===== src/knn_ram.sv =====
`timescale 1ns / 1ps
// Generic single-port synchronous RAM with registered read data.
// No dependencies.
module knn_ram #(
    parameter int WIDTH = 8,
    parameter int DEPTH = 16
) (
    input  logic                     clk,
    input  logic                     we,
    input  logic [$clog2(DEPTH)-1:0] addr,
    input  logic [WIDTH-1:0]         wdata,
    output logic [WIDTH-1:0]         rdata
);

    logic [WIDTH-1:0] mem [DEPTH];

    always_ff @(posedge clk)
    begin
        if (we)
        begin
            mem[addr] <= wdata;
        end
        rdata <= mem[addr];
    end

endmodule


===== config.mk =====
export PLATFORM = sky130hd
export DESIGN_NAME = knn_ram
export DESIGN_NICKNAME = d
export VERILOG_FILES = /design/src/knn_ram.sv
export SDC_FILE = /design/constraint.sdc
export NUM_CORES = 1
export LEC_CHECK = 0
export BUFFER_PORTS_ARGS = -buffer_cell sky130_fd_sc_hd__buf_2
export CORE_MARGIN = 4
export CORE_UTILIZATION = 55
export DETAILED_ROUTE_END_ITERATION = 6
export PLACE_DENSITY = 0.72
export SKIP_LAST_GASP = 1
export SYNTH_ARGS = -nofsm -noshare
export SYNTH_HDL_FRONTEND = slang
export SYNTH_SLANG_ARGS = --single-unit

===== constraint.sdc =====
create_clock -name clk -period 4 [get_ports clk]
set_input_delay 0.2 -clock clk [delete_from_list [all_inputs] [get_ports clk]]
set_output_delay 0.2 -clock clk [all_outputs]
set_load 0.01 [all_outputs]

==> impl_metrics.ini <==
[setup_path]
rr_startpoint = mem[7][3]
worstSetupPathType = in -> reg
required_ns = 4.14
critPathSlowestCell = nor2_1
cp_cell_sequence = buf_2, nand2b_1, nor2_1
rrSetupSlack_ns = 2.66
cp_max_fo = 39
reg2regPathDepth = 3
start_kind = input pin
rr_endpoint = rdata[3]
critPathMaxStageDelay_ns = 0.69
worstPathArrival_ns = 1.87
end_kind = flop

[final_layout]
multi_input_area_mm2 = 0.00100
design_area_mm2 = 0.00588
fill_cells = 567
n_antenna_cell = 0
area_growth_pct = 16.0
layout-drive-gt1-share_pct = 31.9
nNetsFinal = 277
final_util_pct = 66.4
layout.cells.non_filler = 384
ff_latch_area_mm2 = 0.00400

[timing]
fin_skew_ns = 0.00750
tns_ns = 0
max_freq_mhz = 579
relSlewSlack_pct = 21.2
timing.hold.ws_ns = 0.0941
hold_viol = 0
fin_ws_ns = 2.27
fin_crit_sh_pct = 43.1
setup_viol = 0
max_slew.worst_pin.slew_ns = 1.17
drv_slew = 0
finalCriticalPeriod_ns = 1.73
rsz0062_at_grt = false

[routing]
vias = 2353
finalWirelength_mm = 9.48
final_antenna_net_count = 0
wire_per_inst_um = 24.7
drt-initial-drc-count = 210
firstDrtPassIters = 4
viasPerCell = 6.13
drc = 0

[flow_run]
max-cap-violations = 0

[grt]
grt_max_degree = 40
grt_pass1_vias = 2492
grt_pass1_wl_mm = 15.0
grt_antenna_before_repair = 0
overflow = 0
track_usage_pct = 19.6

[logic_synthesis]
syn_inst = 230
synth-seq-cells = 136
syn_avg_cell_area_um2 = 22.0
yosysSeqAreaShare_pct = 79.0
synth_area_mm2 = 0.00507
yosys_warnings = 0
synth_largest_area_cell = edfxtp_1
ys_top_cells_by_area = edfxtp_1 76%, mux4_2 14%, dfxtp_1 3.2%
ys_types = 18
syn_nets = 244
synth_top_area_share_pct = 75.9

[clock_tree]
path_clk_slew_ns = 0.06
clockRootBuffer = clkbuf_8
cts.sinks = 136
htree_levels = 4
post_cts_buffers = 0
cts_buffers = 17
clock_latency_ns = 0.51
cts_tree = yes
cts_resized = 0
cts_hold_buffers = 0
cts_buffer_depth = 2

[pwr]
power_mw = 3.31
internal_power_mw = 2.66
p_leak_nw = 1.93
p_per_area_mw_per_mm2 = 564
seqPwrFrac_pct = 48.4
vdd_drop_max_mv = 0.297
swShare_pct = 19.8
p_comb_share_pct = 4.4
p_sw_mw = 0.655
clkPwrFrac_pct = 47.2

[place]
pre_cts_slack_ns = 1.71
dp_hpwl_mm = 5.73
dpl_cell_area_mm2 = 0.00528
place_inst = 352
globalplace.congestion = 0.757
io_buffers = 21

[run_status]
status = finished, final reports clean

[floorplanning]
ios = 22
fp.dieH_um = 104
die_w_um = 104
dieArea_mm2 = 0.0108
core_mm2 = 0.00885
start_util_pct = 57.3
rows = 34

[min_path]
min-delay-start = wdata[2]
hold_class = in -> reg
whs_endpoint = mem[2][2]
hold_path_depth = 1
==> cell usage after synthesis <==
cell and n:
and2_1 1, buf_1 4, nand2_1 9, buf_6 2
clkbuf_1 2, edfxtp_1 128, nand3b_1 2, clkbuf_2 1
nor2_1 13, buf_2 2, nand3_1 1, nor3_1 4
a22oi_1 16, or3b_2 1, dfxtp_1 8, nand2b_1 2
nor2b_1 2, mux4_2 32
==> cell usage in the layout, fill, tap and decap left out <==
cell	synthesis	final
a22oi_1	16	16
and2_1	1	1
buf_2	2	21
buf_4	0	4
bufinv_16	0	4
clkbuf_1	2	2
clkbuf_16	0	16
clkbuf_8	0	1
clkinv_2	0	4
clkinv_4	0	2
clkinvlp_4	0	3
dfxtp_1	8	8
edfxtp_1	128	128
mux4_2	32	32
nand2_1	9	9
nand2b_1	2	2
nand3_1	1	1
nand3b_1	2	2
nor2_1	13	13
nor2b_1	2	2
nor3_1	4	4
or3b_2	1	1
==> how the worst max path moves through the flow <==
| stage | endpoint | from |
|---|---|---|
| after floorplan | mem[0][0] | addr[2] |
| after global placement | rdata[4] | addr[0] |
| after detailed placement | rdata[4] | addr[0] |
| after CTS | rdata[1] | addr[0] |
| after global routing | rdata[1] | addr[0] |
| final | mem[6][3] | addr[1] |
==> power by group through the flow <==
stage	clock network (mW)	logic [mW]	registers, mW
2_1_floorplan	0	0.0821	1.63
3_3_place_gp	0	0.145	1.63
3_5_place_dp	0	0.148	1.63
4_1_cts	1.58	0.149	1.60
5_1_grt	1.66	0.160	1.61
6_report	1.57	0.146	1.60
==> flip-flops by register name, summed over array words and instances (netlist names) <==
| signal | cells |
|---|---|
| mem | 128 |
| rdata | 8 |
==> critical path: cells and delay by family <==
family                 cells  cell delay [ns]
AND/OR/NAND/NOR            2             0.97
buffers and inverters      1             0.68
==> cell type report <==
cell class | count | share of cell area [%]
clock inverter | 13 | 3.06
timing repair buffer | 25 | 2.30
multi-input combinational | 83 | 17.1
sequential | 136 | 68.1
tap | 108 | 2.30
clock buffer | 19 | 7.17
==> metal layers <==
layer  wire length [um]  vias up  global-route usage [%]  share of wire, %
met3                691        8                    7.14               7.3
met5                  0        -                       0                 0
met4                106        0                    6.84               1.1
li1                   -     1030                       -                 -
met1               3840     1223                    27.2                40
met2               4850       92                    29.0                51
==> cells by family (layout without fill, tap and decap cells) <==
| kind of cell | count (synthesis) | in the layout | synth area share [%] |
|---|---|---|---|
| muxes | 32 | 32 | 14.2 |
| AOI/OAI and AO/OA | 16 | 16 | 2.37 |
| DFF | 136 | 136 | 79.0 |
| buffers and inverters | 11 | 57 | 1.19 |
| and+or+nand+nor | 35 | 35 | 3.21 |
(Power assumes the default switching activity.)
