File: config.mk
export PLATFORM = sky130hd
export DESIGN_NAME = knn_div
export DESIGN_NICKNAME = d
export VERILOG_FILES = /design/src/knn_pkg.sv /design/src/knn_div.sv
export SDC_FILE = /design/constraint.sdc
export NUM_CORES = 1
export LEC_CHECK = 0
export ABC_AREA = 1
export BUFFER_PORTS_ARGS = -buffer_cell sky130_fd_sc_hd__buf_2
export CAP_MARGIN = 0
export CORE_ASPECT_RATIO = 0.6
export CORE_UTILIZATION = 39
export DETAILED_ROUTE_END_ITERATION = 6
export PLACE_DENSITY = 0.57
export SETUP_SLACK_MARGIN = 0.4
export SYNTH_ARGS = -nofsm -noshare
export SYNTH_HDL_FRONTEND = slang
export SYNTH_SLANG_ARGS = --single-unit
File: constraint.sdc
create_clock -name clk -period 4.3 [get_ports clk]
set_clock_uncertainty 0.15 [all_clocks]
set_input_delay 0.43 -clock clk [delete_from_list [all_inputs] [get_ports clk]]
set_output_delay 0.43 -clock clk [all_outputs]
set_load 0.02 [all_outputs]
File: src/knn_pkg.sv
`timescale 1ns / 1ps
// Shared types and constants for the k-nearest-neighbor position lookup.
// No dependencies; used by every module of the block but knn_ram.
package knn_pkg;

    localparam int COORD_W     = 24;
    localparam int MAX_POINTS  = 65536;
    localparam int PT_AW       = 16;
    localparam int CNT_W       = 17;
    localparam int MAX_NB      = 16;
    localparam int NB_AW       = 4;
    localparam int NB_CW       = 5;
    localparam int MAG_W       = 24;
    localparam int SQ_W        = 48;
    localparam int DIST_W      = 50;
    localparam logic [DIST_W-1:0] EPS_DIST = DIST_W'(43);
    localparam int WEIGHT_BITS = 24;
    localparam int W_W         = 25;
    localparam int REM_W       = 52;
    localparam int HALF_W      = 17;
    localparam int PROD_W      = 42;
    localparam int ACC_W       = 48;
    localparam int SW_W        = 29;
    localparam int DIV_NW      = 64;
    localparam int DIV_DW      = 32;
    localparam int DIV_CW      = 6;
    localparam int RES_W       = 32;

    typedef enum logic [1:0] {
        REQ_CLEAR = 2'd0,
        REQ_LOAD  = 2'd1,
        REQ_QUERY = 2'd2
    } req_e;

    typedef enum logic [1:0] {
        MODE_ST  = 2'd0,
        MODE_UV  = 2'd1,
        MODE_PIX = 2'd2
    } mode_e;

    typedef enum logic [1:0] {
        CFG_NBR  = 2'd0,
        CFG_MODE = 2'd1,
        CFG_FW   = 2'd2,
        CFG_FH   = 2'd3
    } cfg_e;

    typedef enum logic [1:0] {
        SEL_NU = 2'd0,
        SEL_NV = 2'd1,
        SEL_SU = 2'd2,
        SEL_SV = 2'd3
    } div_sel_e;

    typedef enum logic [3:0] {
        ST_IDLE,
        ST_SEARCH,
        ST_DRAIN,
        ST_WREAD,
        ST_RATIO,
        ST_MUL,
        ST_ACC,
        ST_DSTART,
        ST_DWAIT,
        ST_RESULT
    } state_e;

    typedef struct packed {
        logic [1:0]                req_type;
        logic signed [COORD_W-1:0] coord_a;
        logic signed [COORD_W-1:0] coord_b;
        logic signed [COORD_W-1:0] coord_c;
        logic [15:0]               pixel_x;
        logic [15:0]               pixel_y;
        logic                      mask_pass;
    } in_t;

    typedef struct packed {
        logic signed [RES_W-1:0] u_out;
        logic signed [RES_W-1:0] v_out;
        logic [NB_CW-1:0]        neighbors_found;
        logic                    store_overflow;
    } out_t;

    typedef struct packed {
        logic signed [COORD_W-1:0] a;
        logic signed [COORD_W-1:0] b;
        logic signed [COORD_W-1:0] c;
        logic [15:0]               px;
        logic [15:0]               py;
    } point_t;

    localparam int PT_W = $bits(point_t);

endpackage

File: src/knn_div.sv
`timescale 1ns / 1ps
// Restoring divider, one quotient bit per cycle.
// Depends on knn_pkg.
module knn_div (
    input  logic                         clk,
    input  logic                         rst_n,
    input  logic                         start,
    input  logic [knn_pkg::DIV_NW-1:0]   num,
    input  logic [knn_pkg::DIV_DW-1:0]   den,
    output logic                         done,
    output logic [knn_pkg::DIV_NW-1:0]   quo
);

    logic                          busy_reg;
    logic                          done_reg;
    logic [knn_pkg::DIV_CW-1:0]    cnt_reg;
    logic [knn_pkg::DIV_DW-1:0]    rem_reg;
    logic [knn_pkg::DIV_DW-1:0]    den_reg;
    logic [knn_pkg::DIV_NW-1:0]    q_reg;
    logic [knn_pkg::DIV_DW:0]      trial;
    logic                          ge;

    assign trial = {rem_reg, q_reg[knn_pkg::DIV_NW-1]};
    assign ge    = trial >= {1'b0, den_reg};

    always_ff @(posedge clk or negedge rst_n)
    begin
        if (!rst_n)
        begin
            busy_reg <= 1'b0;
            done_reg <= 1'b0;
            cnt_reg  <= '0;
        end
        else
        begin
            done_reg <= 1'b0;
            if (start)
            begin
                busy_reg <= 1'b1;
                cnt_reg  <= '0;
            end
            else if (busy_reg)
            begin
                cnt_reg <= cnt_reg + 1'b1;
                if (cnt_reg == {knn_pkg::DIV_CW{1'b1}})
                begin
                    busy_reg <= 1'b0;
                    done_reg <= 1'b1;
                end
            end
        end
    end

    always_ff @(posedge clk)
    begin
        if (start)
        begin
            rem_reg <= '0;
            den_reg <= den;
            q_reg   <= num;
        end
        else if (busy_reg)
        begin
            rem_reg <= ge ? knn_pkg::DIV_DW'(trial - {1'b0, den_reg})
                          : trial[knn_pkg::DIV_DW-1:0];
            q_reg   <= {q_reg[knn_pkg::DIV_NW-2:0], ge};
        end
    end

    assign done = done_reg;
    assign quo  = q_reg;

endmodule

==> results of run 1 <==
[power groups by stage]
stage / Combinational (mW) / Sequential (mW) / Clock, mW
floorplan: 1.49 / 1.80 / 0
global placement: 2.03 / 1.74 / 0
detailed placement: 2.04 / 1.74 / 0
CTS: 2.06 / 1.72 / 1.56
global route: 2.37 / 1.74 / 1.62
finish: 2.08 / 1.72 / 1.53
[final timing paths]
kind / endpoint / startpoint / slack (ns)
setup reg to reg: rem_reg[9] / den_reg[23] / 1.38
max in group asynchronous: busy_reg / rst_n / 3.57
min in group asynchronous: cnt_reg[1] / rst_n / 0.25
hold reg to reg: rem_reg[14] / rem_reg[14] / 0.32
hold / removal: den_reg[5] / den[5] / 0.02
setup / recovery: rem_reg[9] / den_reg[23] / 1.38
[per-stage QoR]
stage               cell area (um2)  instances
floorplan                      8250       1129
global placement               9300       1541
detailed placement             9300       1541
CTS                           10100       1590
global route                  10100       1590
finish                        10100       1590
[kinds of logic after synthesis]
| group | share of synthesized area |
|---|---|
| AOI/OAI and AO/OA | 0.0315 |
| xor gates and xnor gates | 0.0149 |
| adders and majority gates | 0.0525 |
| buffers and inverters | 0.105 |
| DFF | 0.451 |
| and+or+nand+nor | 0.345 |
[final cells by class]
class | count | area [um2] | area share
clock inverter | 12 | 148 | 0.0147
clock buffer | 20 | 457 | 0.0453
timing repair buffer | 185 | 1040 | 0.103
multi-input combinational | 778 | 3670 | 0.364
sequential | 136 | 3720 | 0.370
tap | 273 | 342 | 0.0339
inverter | 186 | 698 | 0.0693
[what timing repair did]
item | in CTS | in global routing
endpoints found under the hold margin | 24 | 0
endpoints found under the setup margin | 0 | 0
resized for setup | 0 | 0
hold buffers | 17 | 0
[layer usage]
metal | global-route usage | vias up | part of all wire
met5 | 0 | - | 0
met4 | 0.0522 | 0 | 0.0083
met3 | 0.0625 | 12 | 0.067
met2 | 0.277 | 192 | 0.37
met1 | 0.360 | 3258 | 0.55
li1 | - | 3864 | -
[worst register-to-register path, cell delays in order (launching register included)]
cell and delay, ns:
edfxtp_1 0.36, inv_1 0.08, ha_1 0.29, nand2_2 0.14
inv_1 0.06, a21oi_2 0.17, nand2_1 0.12, nand2_1 0.08
nand2_1 0.08, nor2_4 0.64, buf_4 0.35, nand3_1 0.11
nand3_1 0.11, o21ai_1 0.07
[cells in the final DEF, fill, tap and decap left out, types with 8 or more instances in the layout]
master / n
ha_1: 33
edfxtp_1: 96
buf_2: 162
o21ai_1: 11
dfxtp_1: 32
nand3_1: 79
clkbuf_16: 17
xnor2_1: 13
nand2_1: 508
dfrtp_1: 8
nand3b_1: 13
nor2_1: 46
a21oi_1: 21
dlygate4sd3_1: 17
inv_1: 183
nand4_1: 9
==> impl_metrics.csv, run 1 <==
group,metric,value,unit
outcome,status,"completed",
logic_synthesis,synthTopCellsByCount,"508 x nand2_1, 184 x inv_1, 96 x edfxtp_1",
floorplanning,die_y,115,um
critical_path,critical_path_peak_fanout,22,
sta,clock.fmax,342,MHz
finish,fin_util,0.495,
critical_path,cp_num_buf_inv,3,
logic_synthesis,yosysWarningCount,0,
logic_synthesis,ys_ff_latch,136,
global_routing,grt_pass1_vias,6698,
clocking,clk_path_buf_depth,2,
worst_hold_path,hold_path_class,"input port to register",
power_and_ir_drop,p_leak,5.47,nW
clocking,root_buffer,"clkbuf_16",
detailed_routing,vias,7326,
power_and_ir_drop,ir_drop,0.269,mV
critical_path,rr_worst_depth,13,
sta,slew_headroom,0.372,
floorplanning,rows,40,
floorplanning,start_util,0.405,
clocking,cts.clk_slew.worst_paths,0.06,ns
power_and_ir_drop,swShare,0.384,
power_and_ir_drop,clkPwrFrac,0.288,
place,pre_cts_slack,1.41,ns
clocking,clk_latency,0.43,ns
detailed_routing,postRouteAntennaNets,0,
flow_run,cap_violations,0,
floorplanning,io_pins,164,
logic_synthesis,synth_area_per_cell,7.31,um2
detailed_routing,wl_per_cell,14.6,um
critical_path,crit_type,"register to register",
sta,setup_violations,0,
detailed_routing,drc,0,
floorplanning,die-area,0.0218,mm2
finish,largest_reg_flops,64,
logic_synthesis,synth_area_leaders,"edfxtp_1 35%, nand2_1 23%, inv_1 8.4%",
detailed_routing,drtPass1Iterations,5,
detailed_routing,vias_per_cell,4.61,
power_and_ir_drop,p_comb_frac,0.390,
global_routing,track_usage,0.222,
critical_path,arrival,3.09,ns
global_routing,grt_pass1_wl,36900,um
critical_path,crit_path_end_kind,"register",
logic_synthesis,synth-async-reset-ratio,0.0588,
logic_synthesis,synth_ff_type,"edfxtp_1",
finish,final_nets,1437,
global_routing,grt_max_degree,63,
finish,area_growth,22.1,%
finish,num_antenna_cells,0,
sta,tightestPinTransition,0.939,ns
sta,tns,0,ns
global_routing,grt_overflow,0,
clocking,tritoncts,"done",
place,dp_hpwl,17100,um
logic_synthesis,synth_cells,1129,
clocking,post_cts_buffers,0,
sta,fin_ws,1.38,ns
critical_path,slowest_stage,"nor2_4",
logic_synthesis,synth_edf_count,96,
logic_synthesis,synth_nets,1262,
critical_path,startpoint_type,"register",
logic_synthesis,ys_types,38,
power_and_ir_drop,power,5.33,mW
sta,final_max_slew_viol_count,0,
clocking,cts-htree-levels,4,
logic_synthesis,yosys.area.top_type,"edfxtp_1",
critical_path,cp_cell_sequence,"inv_1, ha_1, nand2_2, inv_1, a21oi_2, nand2_1, nand2_1, nand2_1, nor2_4, buf_4, nand3_1, nand3_1, o21ai_1",
sta,min_period,2.92,ns
power_and_ir_drop,power_switching,2.05,mW
critical_path,path_delay_family,"simple AND/OR/NAND/NOR gates",
power_and_ir_drop,seq_power_share,0.322,
floorplanning,die_x,190,um
sta,final_hold_viol_count,0,
global_routing,antenna_found_initial,0,
floorplanning,coreArea,0.0204,mm2
finish,fill_cells,2051,
detailed_routing,routed_wl,23300,um
logic_synthesis,yosysMostFrequentCell,"nand2_1",
critical_path,cp_num_cells,13,
power_and_ir_drop,p_int,3.28,mW
place,routabilityCongestion,0.965,
logic_synthesis,ys_seq_area_frac,0.451,
finish,final_layout_size_suffix_gt1_frac,0.169,
worst_hold_path,whs_path_depth,1,
place,io_buffers,163,
critical_path,slowest_delay,0.64,ns
sta,fin_crit_sh,0.680,
critical_path,critPathRequiredTime,4.47,ns
power_and_ir_drop,power-per-cell-area,528,mW/mm2
detailed_routing,drtIter0Drc,574,
logic_synthesis,syn_area,0.00825,mm2
logic_synthesis,yosysTopAreaCellShare,0.349,
sta,holdWs,0.0246,ns
clocking,numCtsBuffers,17,
critical_path,crit_top_cell,"nand2_1",
clocking,cts_sinks,136,
sta,rsz0062_at_grt,"false",
Note: power is estimated with default switching activity, not from simulation.
==> run 2, diff against run 1 <==
Clock period 4.3 ns to 2.7 ns, I/O delays scaled along.
==> impl_metrics.csv, run 2 (same netlist as run 1, synthesis figures left out) <==
group,metric,value,unit
outcome,status,"completed",
worst_hold_path,hold_start,"num[0]",
global_routing,grt_pass1_wl,37600,um
clocking,cts.clk_slew.worst_paths,0.06,ns
detailed_routing,wl_per_cell,14.7,um
critical_path,slowest_delay,0.33,ns
sta,clock.fmax,443,MHz
floorplanning,die_x,190,um
floorplanning,coreArea,0.0204,mm2
critical_path,startpoint_type,"register",
flow_run,cap_violations,0,
sta,final_max_slew_viol_count,0,
sta,setup_violations,0,
floorplanning,die_y,115,um
finish,final_nets,1551,
finish,largest_reg_flops,64,
critical_path,crit_path_end_kind,"register",
power_and_ir_drop,ir_drop,0.536,mV
clocking,root_buffer,"clkbuf_16",
detailed_routing,drc,0,
place,dp_hpwl,16800,um
finish,final_common_cell,"nand2_1",
finish,area_growth,44.7,%
detailed_routing,drtPass1Iterations,5,
place,io_buffers,163,
clocking,tritoncts,"done",
critical_path,arrival,2.41,ns
clocking,clk_latency,0.43,ns
detailed_routing,routed_wl,25100,um
finish,num_antenna_cells,0,
power_and_ir_drop,power,9.54,mW
sta,final_hold_viol_count,0,
finish,layout_common_cells,"460 x nand2_1, 162 x buf_2, 161 x inv_1, 96 x edfxtp_1, 96 x dlygate4sd3_1",
sta,min_period,2.26,ns
critical_path,critical_path_peak_fanout,8,
place,routabilityCongestion,0.963,
sta,rsz0062_at_grt,"true",
power_and_ir_drop,p_leak,6.08,nW
detailed_routing,drtIter0Drc,597,
critical_path,slowest_stage,"edfxtp_1",
finish,final_layout_size_suffix_gt1_frac,0.264,
global_routing,grt_overflow,0,
floorplanning,rows,40,
floorplanning,io_pins,164,
clocking,cts_sinks,136,
floorplanning,die-area,0.0218,mm2
sta,fin_crit_sh,0.836,
clocking,clk_path_buf_depth,2,
critical_path,crit_type,"register to register",
critical_path,cp_cell_sequence,"inv_1, ha_4, nand2_2, nor2_4, nand2_2, nor2_2, nand2_2, nor2_4, nor2_4, buf_12, buf_12, nand2_8, nand2_1, nand3_1, o21ai_1",
critical_path,critPathRequiredTime,2.86,ns
clocking,numCtsBuffers,17,
critical_path,startpoint,"den_reg[26]",
clocking,cts-htree-levels,4,
sta,tightestPinTransition,0.507,ns
global_routing,grt_pass1_vias,7159,
place,dp_cells,1550,
sta,fin_ws,0.443,ns
sta,tns,0,ns
global_routing,track_usage,0.225,
floorplanning,start_util,0.405,
place,pre_cts_slack,0.193,ns
sta,slew_headroom,0.662,
worst_hold_path,hold_path_class,"input port to register",
detailed_routing,postRouteAntennaNets,0,
detailed_routing,vias_per_cell,4.66,
detailed_routing,vias,7942,
power_and_ir_drop,power-per-cell-area,799,mW/mm2
global_routing,grt_max_degree,78,
finish,layout.cells.non_filler,1704,
critical_path,r2r-start,"den_reg[26]",
global_routing,antenna_found_initial,0,
## run 2: final cells by class
| class | instances | area (um2) |
|---|---|---|
| Clock buffer | 22 | 444 |
| Sequential cell | 136 | 3720 |
| Tap cell | 273 | 342 |
| Multi-Input combinational cell | 781 | 4430 |
| Fill cell | 1839 | 8430 |
| Inverter | 186 | 698 |
| Clock inverter | 10 | 105 |
| Timing Repair Buffer | 296 | 2200 |
## run 2: repair_timing
| action | CTS | global route |
|---|---|---|
| buffers inserted | 3 | 17 |
| pin swaps | 4 | 29 |
| gates cloned | 2 | 4 |
| resized for setup | 48 | 128 |
| hold buffers | 96 | 0 |
| hold endpoints to repair | 103 | 0 |
| endpoints found under the setup margin | 33 | 33 |
## run 2: critical path: cells and delay by family (launching register included)
kind	cells	cell delay (ns)
flip-flops	1	0.33
AO/OA/AOI/OAI	1	0.06
AND/OR/NAND/NOR	10	0.94
buffers and inverters	3	0.35
adder cells (fa/ha/maj)	1	0.30
## run 2: stage by stage
| step | utilization | hold WS, ns | cell area [um2] |
|---|---|---|---|
| after floorplan | - | -0.176 | 8250 |
| after global placement | 0.460 | -0.0238 | 9370 |
| after detailed placement | 0.460 | -0.0260 | 9370 |
| after CTS | 0.552 | 0.0270 | 11200 |
| after global routing | 0.586 | 0.0706 | 11900 |
| final | 0.586 | 0.0509 | 11900 |
## run 2: final timing paths
check	to	slack, ns	cells past startpoint
setup reg to reg	rem_reg[9]	0.44	15
hold reg to reg	rem_reg[30]	0.33	2
max in group asynchronous	cnt_reg[5]	2.15	2
min in group asynchronous	done	0.07	2
hold / removal	quo[0]	0.05	3
setup / recovery	rem_reg[9]	0.44	15
## run 2: where the power goes
| part | total [mW] | switching, mW | internal [mW] |
|---|---|---|---|
| Sequential | 2.81 | 0.252 | 2.56 |
| Combinational | 4.49 | 2.61 | 1.88 |
| Clock | 2.24 | 0.888 | 1.35 |
## run 2: metal layers
metal | vias to the layer above | routed length [um] | GRT usage
met3 | 18 | 1920 | 0.0647
met2 | 266 | 9780 | 0.297
met5 | - | 0 | 0
met4 | 0 | 184 | 0.0484
met1 | 3559 | 13200 | 0.350
li1 | 4099 | - | -
==> run 3, diff against run 2 <==
Settings changed: ABC_AREA 1 to 0, PLACE_DENSITY 0.57 to 0.58.
Clock period 2.7 ns to 2.1 ns, I/O delays scaled along.
==> impl_metrics.csv, run 3 <==
group,metric,value,unit
outcome,status,"finished, violations left",
outcome,violations,"DRC, setup timing",
logic_synthesis,ys_types,59,
detailed_routing,vias_per_cell,4.96,
finish,largest_reg_flops,64,
power_and_ir_drop,p_leak,5.28,nW
detailed_routing,routed_wl,22000,um
sta,fin_crit_sh,1.40,
clocking,cts.clk_slew.worst_paths,0.06,ns
critical_path,arrival,3.12,ns
finish,final_nets,1195,
critical_path,cp_cell_sequence,"ha_4, fa_2, nand2b_4, a21o_1, a21o_1, a211o_1, a211o_1, a31o_4, a31oi_4, xor2_1, a31o_1",
finish,fin_util,0.651,
logic_synthesis,synth_area_leaders,"edfxtp_1 39%, mux2_2 10%, dfxtp_1 8.7%",
sta,final_max_slew_viol_count,0,
critical_path,crit_path_end_kind,"register",
flow_run,cap_violations,0,
clocking,cts_sinks,136,
worst_hold_path,hold_path_class,"input port to register",
sta,clock.fmax,339,MHz
sta,fin_ws,-0.850,ns
finish,final-seq-area,0.00372,mm2
logic_synthesis,yosysTopAreaCellShare,0.393,
clocking,clk_path_buf_depth,2,
detailed_routing,vias,6527,
logic_synthesis,syn_area,0.00734,mm2
finish,fill_cells,1415,
logic_synthesis,synth_nets,775,
critical_path,cp_num_buf_inv,0,
floorplanning,coreArea,0.0183,mm2
sta,slew_headroom,0.642,
sta,setup_violations,33,
global_routing,grt_max_degree,35,
critical_path,crit_type,"register to register",
place,dp_hpwl,15300,um
finish,multi_input_area,0.00382,mm2
global_routing,grt_pass1_wl,34200,um
floorplanning,die-area,0.0194,mm2
logic_synthesis,synth_cells,642,
critical_path,slowest_delay,0.41,ns
logic_synthesis,yosysWarningCount,0,
clocking,root_buffer,"clkbuf_16",
place,io_buffers,163,
critical_path,critPathRequiredTime,2.27,ns
logic_synthesis,synth_ff_type,"edfxtp_1",
logic_synthesis,synth_area_per_cell,11.4,um2
global_routing,track_usage,0.235,
sta,holdWs,0.0802,ns
floorplanning,die_y,108,um
logic_synthesis,ys_seq_area_frac,0.507,
clocking,tritoncts,"done",
critical_path,slowest_stage,"edfxtp_1",
finish,final_layout_size_suffix_gt1_frac,0.469,
clocking,cts-htree-levels,4,
finish,num_antenna_cells,0,
detailed_routing,drtPass1Iterations,7,
finish,layout.cells.non_filler,1315,
power_and_ir_drop,ir_drop,0.723,mV
place,dp_cells,1167,
finish,area_growth,61.8,%
critical_path,startpoint_type,"register",
detailed_routing,postRouteAntennaNets,0,
floorplanning,die_x,179,um
logic_synthesis,ys_ff_latch,136,
logic_synthesis,yosys.area.top_type,"edfxtp_1",
global_routing,antenna_found_initial,0,
sta,min_period,2.95,ns
clocking,clk_latency,0.43,ns
detailed_routing,drc,8,
sta,rsz0062_at_grt,"true",
logic_synthesis,yosysMostFrequentCell,"edfxtp_1",
global_routing,grt_pass1_vias,6576,
logic_synthesis,synthTopCellsByCount,"96 x edfxtp_1, 65 x mux2_2, 46 x nor2_1",
sta,final_hold_viol_count,0,
finish,final_common_cell,"buf_2",
detailed_routing,drtIter0Drc,408,
global_routing,grt_overflow,0,
critical_path,critical_path_peak_fanout,2,
floorplanning,io_pins,164,
logic_synthesis,synth-async-reset-ratio,0.0588,
place,routabilityCongestion,0.906,
clocking,numCtsBuffers,17,
logic_synthesis,synth_edf_count,96,
critical_path,path_delay_family,"compound AO/OA/AOI/OAI gates",
power_and_ir_drop,power-per-cell-area,1170,mW/mm2
finish,layout_common_cells,"162 x buf_2, 156 x buf_4, 98 x dlygate4sd3_1, 96 x edfxtp_1, 64 x mux2_2",
floorplanning,rows,38,
floorplanning,start_util,0.402,
sta,tightestPinTransition,0.531,ns
detailed_routing,wl_per_cell,16.7,um
run 3: changes by cell type after synthesis, sizes merged, moves of 8 or more:
cell and change:
a211oi +20, mux2 +65, nand3 -74, inv -143, mux2i +26, o21ai +8
nand2 -470, nand3b -13, a31oi +9, a21o +17, xor2 +16
run 3: metrics by stage:
stage | area, um2 | total power [mW] | setup TNS, ns | setup slack, ns
global placement | 9700 | 9.21 | -23.12 | -0.793
floorplan | 7550 | 6.97 | -28.86 | -0.831
global route | 11900 | 14.6 | -28.25 | -0.957
detailed placement | 9700 | 9.25 | -24.65 | -0.882
finish | 11900 | 13.9 | -25.17 | -0.850
CTS | 11600 | 13.4 | -23.85 | -0.889
run 3: power by group:
part,switching (mW),leakage [nW],total [mW],internal [mW]
clock,1.17,0.301,3.09,1.92
combinational,3.27,3.62,7.13,3.86
sequential,0.275,1.36,3.64,3.36
total,4.72,5.28,13.9,9.14
run 3: cell type report:
cell class / count / area share
clock inverters: 10 / 0.00958
repair buffers: 431 / 0.275
flip-flops and latches: 136 / 0.313
well taps: 240 / 0.0253
multi-input cells: 433 / 0.321
inverters: 43 / 0.0139
clock buffers: 22 / 0.0418
run 3: cell families (layout without fill, tap and decap cells):
family / after synthesis / count (layout) / share of synthesized area
compound gates: 139 / 139 / 0.134
simple gates: 137 / 137 / 0.0843
flops: 136 / 136 / 0.507
mux: 91 / 91 / 0.135
buf+inv: 73 / 506 / 0.0424
fa+ha+maj: 34 / 34 / 0.0589
xor+xnor: 32 / 32 / 0.0382
run 3: metal layers:
metal | track usage | part of all wire
met4 | 0.0534 | 0.010
met1 | 0.335 | 0.50
met5 | 0 | 0
met2 | 0.352 | 0.44
met3 | 0.0643 | 0.053
run 3: path summary, 6_finish.rpt:
check	from	end	slack, ns	depth (start not counted)
setup / recovery	den_reg[0]	rem_reg[30]	-0.85	11
hold / removal	start	rem_reg[20]	0.08	2
setup reg to reg	den_reg[0]	rem_reg[30]	-0.85	11
max in group asynchronous	rst_n	busy_reg	0.95	3
hold reg to reg	rem_reg[31]	rem_reg[31]	0.30	2
min in group asynchronous	rst_n	cnt_reg[0]	0.59	3
run 3: what timing repair did:
action,4_1_cts,5_1_grt
endpoints found under the hold margin,104,0
buffers inserted,8,6
pin swaps,14,12
setup endpoints to repair,33,33
cloned,4,0
resized for setup,31,41
hold buffers,98,0
